## config.mk

```make
export PLATFORM = sky130hd
export DESIGN_NAME = c_string_literal_extractor_core
export DESIGN_NICKNAME = d
export VERILOG_FILES = /design/src/design/csle_pkg.sv /design/src/design/csle_lexer.sv /design/src/design/csle_out_fifo.sv /design/src/design/c_string_literal_extractor_core.sv
export SDC_FILE = /design/constraint.sdc
export NUM_CORES = 1
export LEC_CHECK = 0
export BUFFER_PORTS_ARGS = -buffer_cell sky130_fd_sc_hd__buf_2
export CAP_MARGIN = 30
export CORE_MARGIN = 2
export CORE_UTILIZATION = 45
export CTS_CLUSTER_DIAMETER = 40
export CTS_CLUSTER_SIZE = 24
export DETAILED_ROUTE_END_ITERATION = 8
export PLACE_DENSITY = 0.61
export SETUP_SLACK_MARGIN = 0.15
export SLEW_MARGIN = 10
export SYNTH_ARGS = -nofsm -noshare
export SYNTH_HDL_FRONTEND = slang
export SYNTH_SLANG_ARGS = --single-unit
export TNS_END_PERCENT = 5
```

## constraint.sdc

```tcl
create_clock -name clk -period 9.9 [get_ports clk]
set_input_delay 0.99 -clock clk [delete_from_list [all_inputs] [get_ports clk]]
set_output_delay 0.99 -clock clk [all_outputs]
set_load 0.05 [all_outputs]
```

## src/design/csle_pkg.sv

```systemverilog
// csle_pkg: shared types, constants and helper functions for the C string
// literal extractor. No dependencies; used by every module in design/.
`default_nettype none

package csle_pkg;

    // file size limit that sets the counter saturation points
    localparam int unsigned MAX_FILE_BYTES = 2097152;

    localparam int unsigned LINE_W = 22;
    localparam int unsigned OFF_W  = 21;

    localparam int unsigned LINE_MAX_U = (1 << LINE_W) - 1;
    localparam int unsigned OFF_MAX_U  = (1 << OFF_W) - 1;

    localparam int unsigned LINE_CAP_U =
        (MAX_FILE_BYTES < LINE_MAX_U) ? MAX_FILE_BYTES : LINE_MAX_U;
    localparam int unsigned OFF_CAP_U =
        ((MAX_FILE_BYTES - 1) < OFF_MAX_U) ? (MAX_FILE_BYTES - 1) : OFF_MAX_U;

    localparam logic [LINE_W-1:0] LINE_CAP = LINE_W'(LINE_CAP_U);
    localparam logic [OFF_W-1:0]  OFF_CAP  = OFF_W'(OFF_CAP_U);

    // output queue size
    localparam int unsigned OQ_DEPTH = 4;
    localparam int unsigned OQ_AW    = $clog2(OQ_DEPTH);

    // character codes
    localparam logic [7:0] CH_NL     = 8'h0A;
    localparam logic [7:0] CH_TAB    = 8'h09;
    localparam logic [7:0] CH_CR     = 8'h0D;
    localparam logic [7:0] CH_SPACE  = 8'h20;
    localparam logic [7:0] CH_DQUOTE = 8'h22;
    localparam logic [7:0] CH_SQUOTE = 8'h27;
    localparam logic [7:0] CH_STAR   = 8'h2A;
    localparam logic [7:0] CH_SLASH  = 8'h2F;
    localparam logic [7:0] CH_QMARK  = 8'h3F;
    localparam logic [7:0] CH_BSLASH = 8'h5C;
    localparam logic [7:0] CH_LC_A   = 8'h61;
    localparam logic [7:0] CH_LC_B   = 8'h62;
    localparam logic [7:0] CH_LC_F   = 8'h66;
    localparam logic [7:0] CH_LC_N   = 8'h6E;
    localparam logic [7:0] CH_LC_R   = 8'h72;
    localparam logic [7:0] CH_LC_T   = 8'h74;
    localparam logic [7:0] CH_LC_V   = 8'h76;
    localparam logic [7:0] CH_BEL    = 8'h07;
    localparam logic [7:0] CH_BS     = 8'h08;
    localparam logic [7:0] CH_VT     = 8'h0B;
    localparam logic [7:0] CH_FF     = 8'h0C;

    // lexer states
    typedef enum logic [13:0] {
        ST_NORM         = 14'h0001,
        ST_NORM_SLASH   = 14'h0002,
        ST_BLK          = 14'h0004,
        ST_BLK_STAR     = 14'h0008,
        ST_LINE         = 14'h0010,
        ST_CHR          = 14'h0020,
        ST_CHR_ESC      = 14'h0040,
        ST_LIT          = 14'h0080,
        ST_LIT_ESC      = 14'h0100,
        ST_GAP          = 14'h0200,
        ST_GAP_SLASH    = 14'h0400,
        ST_GAP_BLK      = 14'h0800,
        ST_GAP_BLK_STAR = 14'h1000,
        ST_GAP_LINE     = 14'h2000
    } lex_state_t;

    typedef struct packed {
        logic       mode;
        logic [7:0] src_byte;
    } csle_in_t;

    typedef struct packed {
        logic              is_run_end;
        logic [7:0]        char_value;
        logic [LINE_W-1:0] open_line;
        logic [OFF_W-1:0]  run_offset;
        logic              last_of_item;
    } csle_out_t;

    // results of one lexer step toward the output queue
    typedef struct packed {
        logic [1:0] n;
        csle_out_t  r0;
        csle_out_t  r1;
    } csle_step_t;

    function automatic logic [7:0] decode_escape(input logic [7:0] c);
        logic [7:0] d;
        case (c)
            CH_LC_N:   d = CH_NL;
            CH_LC_T:   d = CH_TAB;
            CH_LC_R:   d = CH_CR;
            CH_LC_A:   d = CH_BEL;
            CH_LC_B:   d = CH_BS;
            CH_LC_F:   d = CH_FF;
            CH_LC_V:   d = CH_VT;
            CH_DQUOTE: d = CH_DQUOTE;
            CH_BSLASH: d = CH_BSLASH;
            CH_SQUOTE: d = CH_SQUOTE;
            default:   d = CH_QMARK;
        endcase
        return d;
    endfunction

    function automatic csle_out_t make_res(input logic is_end, input logic [7:0] ch,
                                           input logic [LINE_W-1:0] ln,
                                           input logic [OFF_W-1:0] off);
        csle_out_t r;
        r.is_run_end   = is_end;
        r.char_value   = ch;
        r.open_line    = ln;
        r.run_offset   = off;
        r.last_of_item = 1'b0;
        return r;
    endfunction

endpackage

`default_nettype wire

```

## src/design/csle_lexer.sv

```systemverilog
// csle_lexer: lexer state machine with line/offset counters; one byte per step.
// Depends on csle_pkg.
`default_nettype none

module csle_lexer (
    input  wire logic                clk,
    input  wire logic                rst_n,
    input  wire logic                go,
    input  wire csle_pkg::csle_in_t  item,
    output csle_pkg::csle_step_t     step
);
    import csle_pkg::*;

    lex_state_t        state_reg, state_next;
    logic [LINE_W-1:0] line_reg;
    logic [OFF_W-1:0]  byte_reg;
    logic [LINE_W-1:0] start_line_reg;
    logic [OFF_W-1:0]  start_off_reg;

    logic       bump;
    logic       open_lit;
    logic       code;
    logic [7:0] c;
    csle_out_t  res_char;
    csle_out_t  res_end;

    assign c        = item.src_byte;
    assign res_end  = make_res(1'b1, 8'h00, start_line_reg, start_off_reg);
    assign res_char = make_res(1'b0, c, start_line_reg, start_off_reg);

    // next state and results for the current word
    always_comb
    begin
        state_next = state_reg;
        bump       = 1'b0;
        open_lit   = 1'b0;
        code       = 1'b0;
        step.n     = 2'd0;
        step.r0    = res_end;
        step.r1    = res_end;
        if (item.mode)
        begin
            state_next = ST_NORM;
            if (state_reg == ST_LIT_ESC)
            begin
                step.r0 = make_res(1'b0, CH_BSLASH, start_line_reg, start_off_reg);
                step.n  = 2'd2;
            end
            else if (state_reg == ST_LIT || state_reg == ST_GAP
                     || state_reg == ST_GAP_SLASH || state_reg == ST_GAP_BLK
                     || state_reg == ST_GAP_BLK_STAR || state_reg == ST_GAP_LINE)
            begin
                step.n = 2'd1;
            end
        end
        else
        begin
            case (state_reg)
                ST_NORM_SLASH:
                begin
                    if (c == CH_STAR)
                        state_next = ST_BLK;
                    else if (c == CH_SLASH)
                        state_next = ST_LINE;
                    else
                        code = 1'b1;
                end
                ST_BLK, ST_BLK_STAR:
                begin
                    bump = (c == CH_NL);
                    if (state_reg == ST_BLK_STAR && c == CH_SLASH)
                        state_next = ST_NORM;
                    else
                        state_next = (c == CH_STAR) ? ST_BLK_STAR : ST_BLK;
                end
                ST_LINE:
                begin
                    if (c == CH_NL)
                    begin
                        bump       = 1'b1;
                        state_next = ST_NORM;
                    end
                end
                ST_CHR:
                begin
                    if (c == CH_SQUOTE)
                        state_next = ST_NORM;
                    else if (c == CH_BSLASH)
                        state_next = ST_CHR_ESC;
                    else
                        bump = (c == CH_NL);
                end
                ST_CHR_ESC:
                begin
                    bump       = (c == CH_NL);
                    state_next = ST_CHR;
                end
                ST_LIT:
                begin
                    if (c == CH_DQUOTE)
                        state_next = ST_GAP;
                    else if (c == CH_BSLASH)
                        state_next = ST_LIT_ESC;
                    else
                    begin
                        bump    = (c == CH_NL);
                        step.r0 = res_char;
                        step.n  = 2'd1;
                    end
                end
                ST_LIT_ESC:
                begin
                    if (c == CH_NL)
                        bump = 1'b1;
                    else
                    begin
                        step.r0 = make_res(1'b0, decode_escape(c), start_line_reg,
                                           start_off_reg);
                        step.n  = 2'd1;
                    end
                    state_next = ST_LIT;
                end
                ST_GAP:
                begin
                    if (c == CH_SPACE || c == CH_TAB || c == CH_CR)
                        state_next = ST_GAP;
                    else if (c == CH_NL)
                        bump = 1'b1;
                    else if (c == CH_DQUOTE)
                        state_next = ST_LIT;
                    else if (c == CH_SLASH)
                        state_next = ST_GAP_SLASH;
                    else
                    begin
                        step.n = 2'd1;
                        code   = 1'b1;
                    end
                end
                ST_GAP_SLASH:
                begin
                    if (c == CH_STAR)
                        state_next = ST_GAP_BLK;
                    else if (c == CH_SLASH)
                        state_next = ST_GAP_LINE;
                    else
                    begin
                        step.n = 2'd1;
                        code   = 1'b1;
                    end
                end
                ST_GAP_BLK, ST_GAP_BLK_STAR:
                begin
                    bump = (c == CH_NL);
                    if (state_reg == ST_GAP_BLK_STAR && c == CH_SLASH)
                        state_next = ST_GAP;
                    else
                        state_next = (c == CH_STAR) ? ST_GAP_BLK_STAR : ST_GAP_BLK;
                end
                ST_GAP_LINE:
                begin
                    if (c == CH_NL)
                    begin
                        bump       = 1'b1;
                        state_next = ST_GAP;
                    end
                end
                default:
                begin
                    code = 1'b1;
                end
            endcase

            // ordinary code byte
            if (code)
            begin
                if (c == CH_NL)
                begin
                    bump       = 1'b1;
                    state_next = ST_NORM;
                end
                else if (c == CH_SLASH)
                    state_next = ST_NORM_SLASH;
                else if (c == CH_SQUOTE)
                    state_next = ST_CHR;
                else if (c == CH_DQUOTE)
                begin
                    open_lit   = 1'b1;
                    state_next = ST_LIT;
                end
                else
                    state_next = ST_NORM;
            end
        end

        // mark the final result of this word
        if (step.n == 2'd2)
            step.r1.last_of_item = 1'b1;
        else
            step.r0.last_of_item = 1'b1;
    end

    // state and counters; end of file returns everything to reset values
    always_ff @(posedge clk or negedge rst_n)
    begin
        if (!rst_n)
        begin
            state_reg      <= ST_NORM;
            line_reg       <= LINE_W'(1);
            byte_reg       <= '0;
            start_line_reg <= LINE_W'(1);
            start_off_reg  <= '0;
        end
        else if (go)
        begin
            if (item.mode)
            begin
                state_reg      <= ST_NORM;
                line_reg       <= LINE_W'(1);
                byte_reg       <= '0;
                start_line_reg <= LINE_W'(1);
                start_off_reg  <= '0;
            end
            else
            begin
                state_reg <= state_next;
                if (bump && line_reg < LINE_CAP)
                    line_reg <= line_reg + LINE_W'(1);
                if (byte_reg < OFF_CAP)
                    byte_reg <= byte_reg + OFF_W'(1);
                if (open_lit)
                begin
                    start_line_reg <= line_reg;
                    start_off_reg  <= byte_reg;
                end
            end
        end
    end

endmodule

`default_nettype wire

```

## src/design/csle_out_fifo.sv

```systemverilog
// csle_out_fifo: small result queue taking up to two words per cycle.
// Depends on csle_pkg.
`default_nettype none

module csle_out_fifo (
    input  wire logic                  clk,
    input  wire logic                  rst_n,
    input  wire logic                  push,
    input  wire csle_pkg::csle_step_t  step,
    output logic                       room,
    output logic [csle_pkg::OQ_AW:0]   level,
    output logic                       out_valid,
    input  wire logic                  out_ready,
    output csle_pkg::csle_out_t        out_word
);
    import csle_pkg::*;

    csle_out_t          mem_reg [OQ_DEPTH];
    logic [OQ_AW-1:0]   wr_ptr_reg, rd_ptr_reg;
    logic [OQ_AW:0]     count_reg;
    logic [OQ_AW-1:0]   wr_ptr_1;
    logic [1:0]         n_push;
    logic               pop;

    assign n_push    = push ? step.n : 2'd0;
    assign pop       = out_valid && out_ready;
    assign wr_ptr_1  = wr_ptr_reg + OQ_AW'(1);
    assign room      = (count_reg <= (OQ_AW + 1)'(OQ_DEPTH - 2));
    assign level     = count_reg;
    assign out_valid = (count_reg != '0);
    assign out_word  = mem_reg[rd_ptr_reg];

    // storage
    always_ff @(posedge clk)
    begin
        if (n_push != 2'd0)
            mem_reg[wr_ptr_reg] <= step.r0;
        if (n_push == 2'd2)
            mem_reg[wr_ptr_1] <= step.r1;
    end

    // pointers and fill level
    always_ff @(posedge clk or negedge rst_n)
    begin
        if (!rst_n)
        begin
            wr_ptr_reg <= '0;
            rd_ptr_reg <= '0;
            count_reg  <= '0;
        end
        else
        begin
            wr_ptr_reg <= wr_ptr_reg + OQ_AW'(n_push);
            if (pop)
                rd_ptr_reg <= rd_ptr_reg + OQ_AW'(1);
            count_reg <= count_reg + (OQ_AW + 1)'(n_push) - (OQ_AW + 1)'(pop);
        end
    end

endmodule

`default_nettype wire

```

## src/design/c_string_literal_extractor_core.sv

```systemverilog
// c_string_literal_extractor_core: top level; input register, lexer, result queue.
// Depends on csle_pkg, csle_lexer and csle_out_fifo.
//
//   port group                        dir  contents
//   in_valid / in_ready / in_word     in   source byte or end-of-file word
//   out_valid / out_ready / out_word  out  decoded character or run end
//
// One byte per cycle while the result queue has room: a word is held in the input
// register, then the lexer step moves it to the result queue (0, 1 or 2 result words).
// The input register advances whenever the queue has room for two results,
// so a stalled output stops input once three results wait in the 4-entry queue.
// Reset (rst_n low, asynchronous) sets normal code state, line 1, offset 0;
// an end-of-file word does the same after flushing the open run.
`default_nettype none

module c_string_literal_extractor_core (
    input  wire logic                clk,
    input  wire logic                rst_n,
    input  wire logic                in_valid,
    output logic                     in_ready,
    input  wire csle_pkg::csle_in_t  in_word,
    output logic                     out_valid,
    input  wire logic                out_ready,
    output csle_pkg::csle_out_t      out_word
);
    import csle_pkg::*;

    logic            in_vld_reg;
    csle_in_t        in_word_reg;
    logic            step_go;
    logic            oq_room;
    logic [OQ_AW:0]  oq_level;
    csle_step_t      step;

    assign step_go  = in_vld_reg && oq_room;
    assign in_ready = !in_vld_reg || step_go;

    // input register
    always_ff @(posedge clk or negedge rst_n)
    begin
        if (!rst_n)
            in_vld_reg <= 1'b0;
        else if (in_ready)
            in_vld_reg <= in_valid;
    end

    always_ff @(posedge clk)
    begin
        if (in_valid && in_ready)
            in_word_reg <= in_word;
    end

    // lexer step
    csle_lexer u_lexer (
        .clk   (clk),
        .rst_n (rst_n),
        .go    (step_go),
        .item  (in_word_reg),
        .step  (step)
    );

    // result queue
    csle_out_fifo u_out_fifo (
        .clk       (clk),
        .rst_n     (rst_n),
        .push      (step_go),
        .step      (step),
        .room      (oq_room),
        .level     (oq_level),
        .out_valid (out_valid),
        .out_ready (out_ready),
        .out_word  (out_word)
    );

    // queue never overfills
    a_level_bound: assert property (@(posedge clk) disable iff (!rst_n)
        oq_level <= (OQ_AW + 1)'(OQ_DEPTH))
        else $error("result queue overfilled");

    // only an end-of-file word gives two results
    a_two_only_eof: assert property (@(posedge clk) disable iff (!rst_n)
        (step_go && step.n == 2'd2) |-> in_word_reg.mode)
        else $error("two results from a source byte");

    // a single result closes its word
    a_last_mark: assert property (@(posedge clk) disable iff (!rst_n)
        (step_go && step.n == 2'd1) |-> step.r0.last_of_item)
        else $error("single result missing last mark");

    // run end words carry a zero character
    a_end_zero: assert property (@(posedge clk) disable iff (!rst_n)
        (out_valid && out_word.is_run_end) |-> (out_word.char_value == 8'h00))
        else $error("run end with nonzero character");

endmodule

`default_nettype wire
```

==> impl_metrics.yaml <==
timing:
  tns_ns: 0
  worst_slack_ns: 5.42
  post-route-period-util_pct: 45.3
  max_freq_mhz: 223
  period_minus_slack_ns: 4.48
  report.final.slew_viol_count: 0
  grt_setup_unrepaired: "no"
  clock-skew-final_ns: 0.0218
  hold_violations: 0
  max_slew.worst_pin.slew_ns: 0.926
  setup_viol: 0
  timing.slew.headroom_pct: 37.8
synth:
  synth_cell_types: 76
  synthFlopType: "edfxtp_1"
  ys_top_cells_by_area: "edfxtp_1 36%, dfrtp_1 17%, mux4_2 7.8%, nor2b_1 7.1%, dfxtp_1 4.7%"
  synth-seq-area-share_pct: 58.6
  yosys.area.top_type: "edfxtp_1"
  synthTopCellsByCount: "185 x edfxtp_1, 175 x nor2b_1, 105 x dfrtp_1, 76 x nand2_1, 62 x nor2_1"
  synth-seq-cells: 329
  yosys_warnings: 0
  synth-edff-count: 185
  syn_area_per_cell_um2: 12.6
  netlist_instances: 1215
  synth_top_area_share_pct: 36.2
  async_flop_share_pct: 32.8
  post-synth-top-count-cell: "edfxtp_1"
  syn_area_um2: 15300
  synth.net_count: 1235
critical_path:
  startpoint: "in_word_reg[1]$_DFFE_PP_"
  required_ns: 10.18
  cp.arrival_ns: 4.77
  critPathKind: "flop to flop"
  setup.worst_path.start_class: "flop"
  crit_fanout: 45
  endpoint_kind: "flop"
  regToRegStartpoint: "in_word_reg[1]$_DFFE_PP_"
min_path:
  holdCritStartpoint: "u_out_fifo.mem_reg[0][50]$_SDFFE_PP0P_"
  worstHoldPathType: "flop to flop"
detailed_routing:
  drt-total-wl_um: 33500
  first_pass_iters: 4
  ant_nets: 0
  num_vias: 9577
  routed_via_density: 5.47
  drt-initial-drc-count: 565
  drc: 0
  wl_per_cell_um: 19.2
placement:
  io_buffers: 67
  place_area_um2: 16000
  place_hpwl_um: 21600
  gp_congestion: 0.907
  pre_cts_ws_ns: 5.43
outcome:
  status: "completed"
cts:
  cts_sinks: 329
  clockRootBuffer: "clkbuf_16"
  insertion_delay_ns: 0.54
  cts_hold_buf: 0
  post_cts_resized: 0
  clk_pin_slew_worst_paths_ns: 0.06
  ctsLongestPathBuffers: 3
  cts_setup_buffers: 0
  numCtsBuffers: 43
  htreeDepth: 2
  cts_tree: "done"
power:
  leakagePower_uw: 0.00632
  powerDensity_nw_per_um2: 236
  finalPower_uw: 4130
  ir_worst_vdd_uv: 175
floorplan:
  die_area_um2: 35600
  initial_core_util_pct: 45.7
  io_pins: 68
  core_area_um2: 33500
  die_w_um: 189
  die_y_um: 189
  rows: 67
run:
  maxCapViolations: 0
cells_and_area:
  nets: 1288
  stdcell_area_um2: 17500
  drive_gt1_share_pct: 19.2
  diodes: 0
  area_growth_pct: 14.2
  largest_register_ffs: 212
global_route:
  grt-ovfl-total: 0
  grt_max_degree: 57
  track_usage_pct: 19.3
  antenna_found_initial: 2
  grt_pass1_vias: 9615
  grt_pass1_wl_um: 54200
power by group:
part / leakage, uW / switching [uW] / internal (uW)
clock: 0.000718 / 624 / 949
sequential: 0.00347 / 87.4 / 1480
combinational: 0.00213 / 686 / 297
path summary, 6_finish.rpt:
check	cells past startpoint	slack, ns	to
setup / recovery	8	5.42	u_out_fifo.mem_reg[2][31]$_DFFE_PP_
hold / removal	2	0.46	u_out_fifo.mem_reg[0][50]$_SDFFE_PP0P_
setup reg to reg	8	5.42	u_out_fifo.mem_reg[2][31]$_DFFE_PP_
hold reg to reg	2	0.46	u_out_fifo.mem_reg[0][50]$_SDFFE_PP0P_
max in group asynchronous	2	8.21	u_out_fifo.rd_ptr_reg[0]$_DFFE_PN0P_
min in group asynchronous	1	0.48	u_lexer.state_reg[6]$_DFFE_PN0P_
critical path, stage by stage (launching register included):
cell and delay (ns):
edfxtp_1 0.65, nor3b_1 0.61, nor3b_4 0.53, nor4_4 0.10
nor4_4 0.77, nor3_4 0.19, nor2_8 0.62, inv_2 0.44
buf_12 0.29
through the flow:
step                      utilization, %  hold WS (ns)  cells
after global routing                52.2         0.482   1750
after global placement              47.6         0.441   1666
final                               52.2         0.459   1750
after floorplan                        -         0.427   1215
after detailed placement            47.8         0.448   1670
after CTS                           52.2         0.458   1749
kinds of logic (layout without fill, tap and decap cells):
| group | after synthesis | in the layout | synth area share (%) |
|---|---|---|---|
| flops | 329 | 329 | 58.6 |
| simple gates | 489 | 489 | 18.7 |
| fa+ha+maj | 7 | 7 | 0.620 |
| buf+inv | 101 | 188 | 3.19 |
| compound gates | 191 | 191 | 8.53 |
| mux | 56 | 56 | 7.99 |
| xor+xnor | 42 | 42 | 2.40 |
layer usage:
metal	global-route usage, %	part of all wire (%)	wire length [um]	vias up
met5	0	0	0	-
met4	5.86	2.5	831	0
met3	3.05	4.2	1420	64
met2	32.2	48	16300	197
met1	26.1	45	15000	4740
li1	-	-	-	4576
placed cells by master (no fill, tap or decap), types with 5 or more instances in the layout:
| cell | synthesis | routed |
|---|---|---|
| edfxtp_1 | 185 | 185 |
| nor2b_1 | 175 | 175 |
| dfrtp_1 | 105 | 103 |
| nand2_1 | 76 | 76 |
| buf_2 | 16 | 66 |
| nor2_1 | 62 | 62 |
| o21ai_0 | 54 | 54 |
| mux4_2 | 53 | 53 |
| clkbuf_16 | 0 | 46 |
| a22o_1 | 43 | 43 |
| a21oi_1 | 40 | 40 |
| dfxtp_1 | 36 | 36 |
| nand3_1 | 34 | 34 |
| xor2_1 | 28 | 28 |
| nor3_1 | 22 | 22 |
| inv_1 | 24 | 20 |
| or3_1 | 19 | 19 |
| nand4_1 | 15 | 15 |
| xnor2_1 | 14 | 14 |
| buf_4 | 16 | 14 |
| nand2b_1 | 13 | 13 |
| and3_1 | 12 | 12 |
| inv_6 | 0 | 10 |
| and2_1 | 7 | 7 |
| nand3b_1 | 6 | 6 |
| o41ai_1 | 7 | 6 |
| o31ai_1 | 6 | 6 |
| ha_1 | 6 | 6 |
| clkinv_2 | 0 | 6 |
| a22oi_1 | 5 | 5 |
| nor3_4 | 4 | 5 |
| a21o_1 | 5 | 5 |
| o211ai_1 | 5 | 5 |
area by class of cell:
cell class	count	area [um2]
clock buffer	49	1170
clock inverter	30	299
fill	2915	16000
inverter	24	90.1
multi-input combinational	785	5880
sequential	329	8990
tap	448	561
timing repair buffer	85	527
Note: power is estimated with default switching activity, not from simulation.
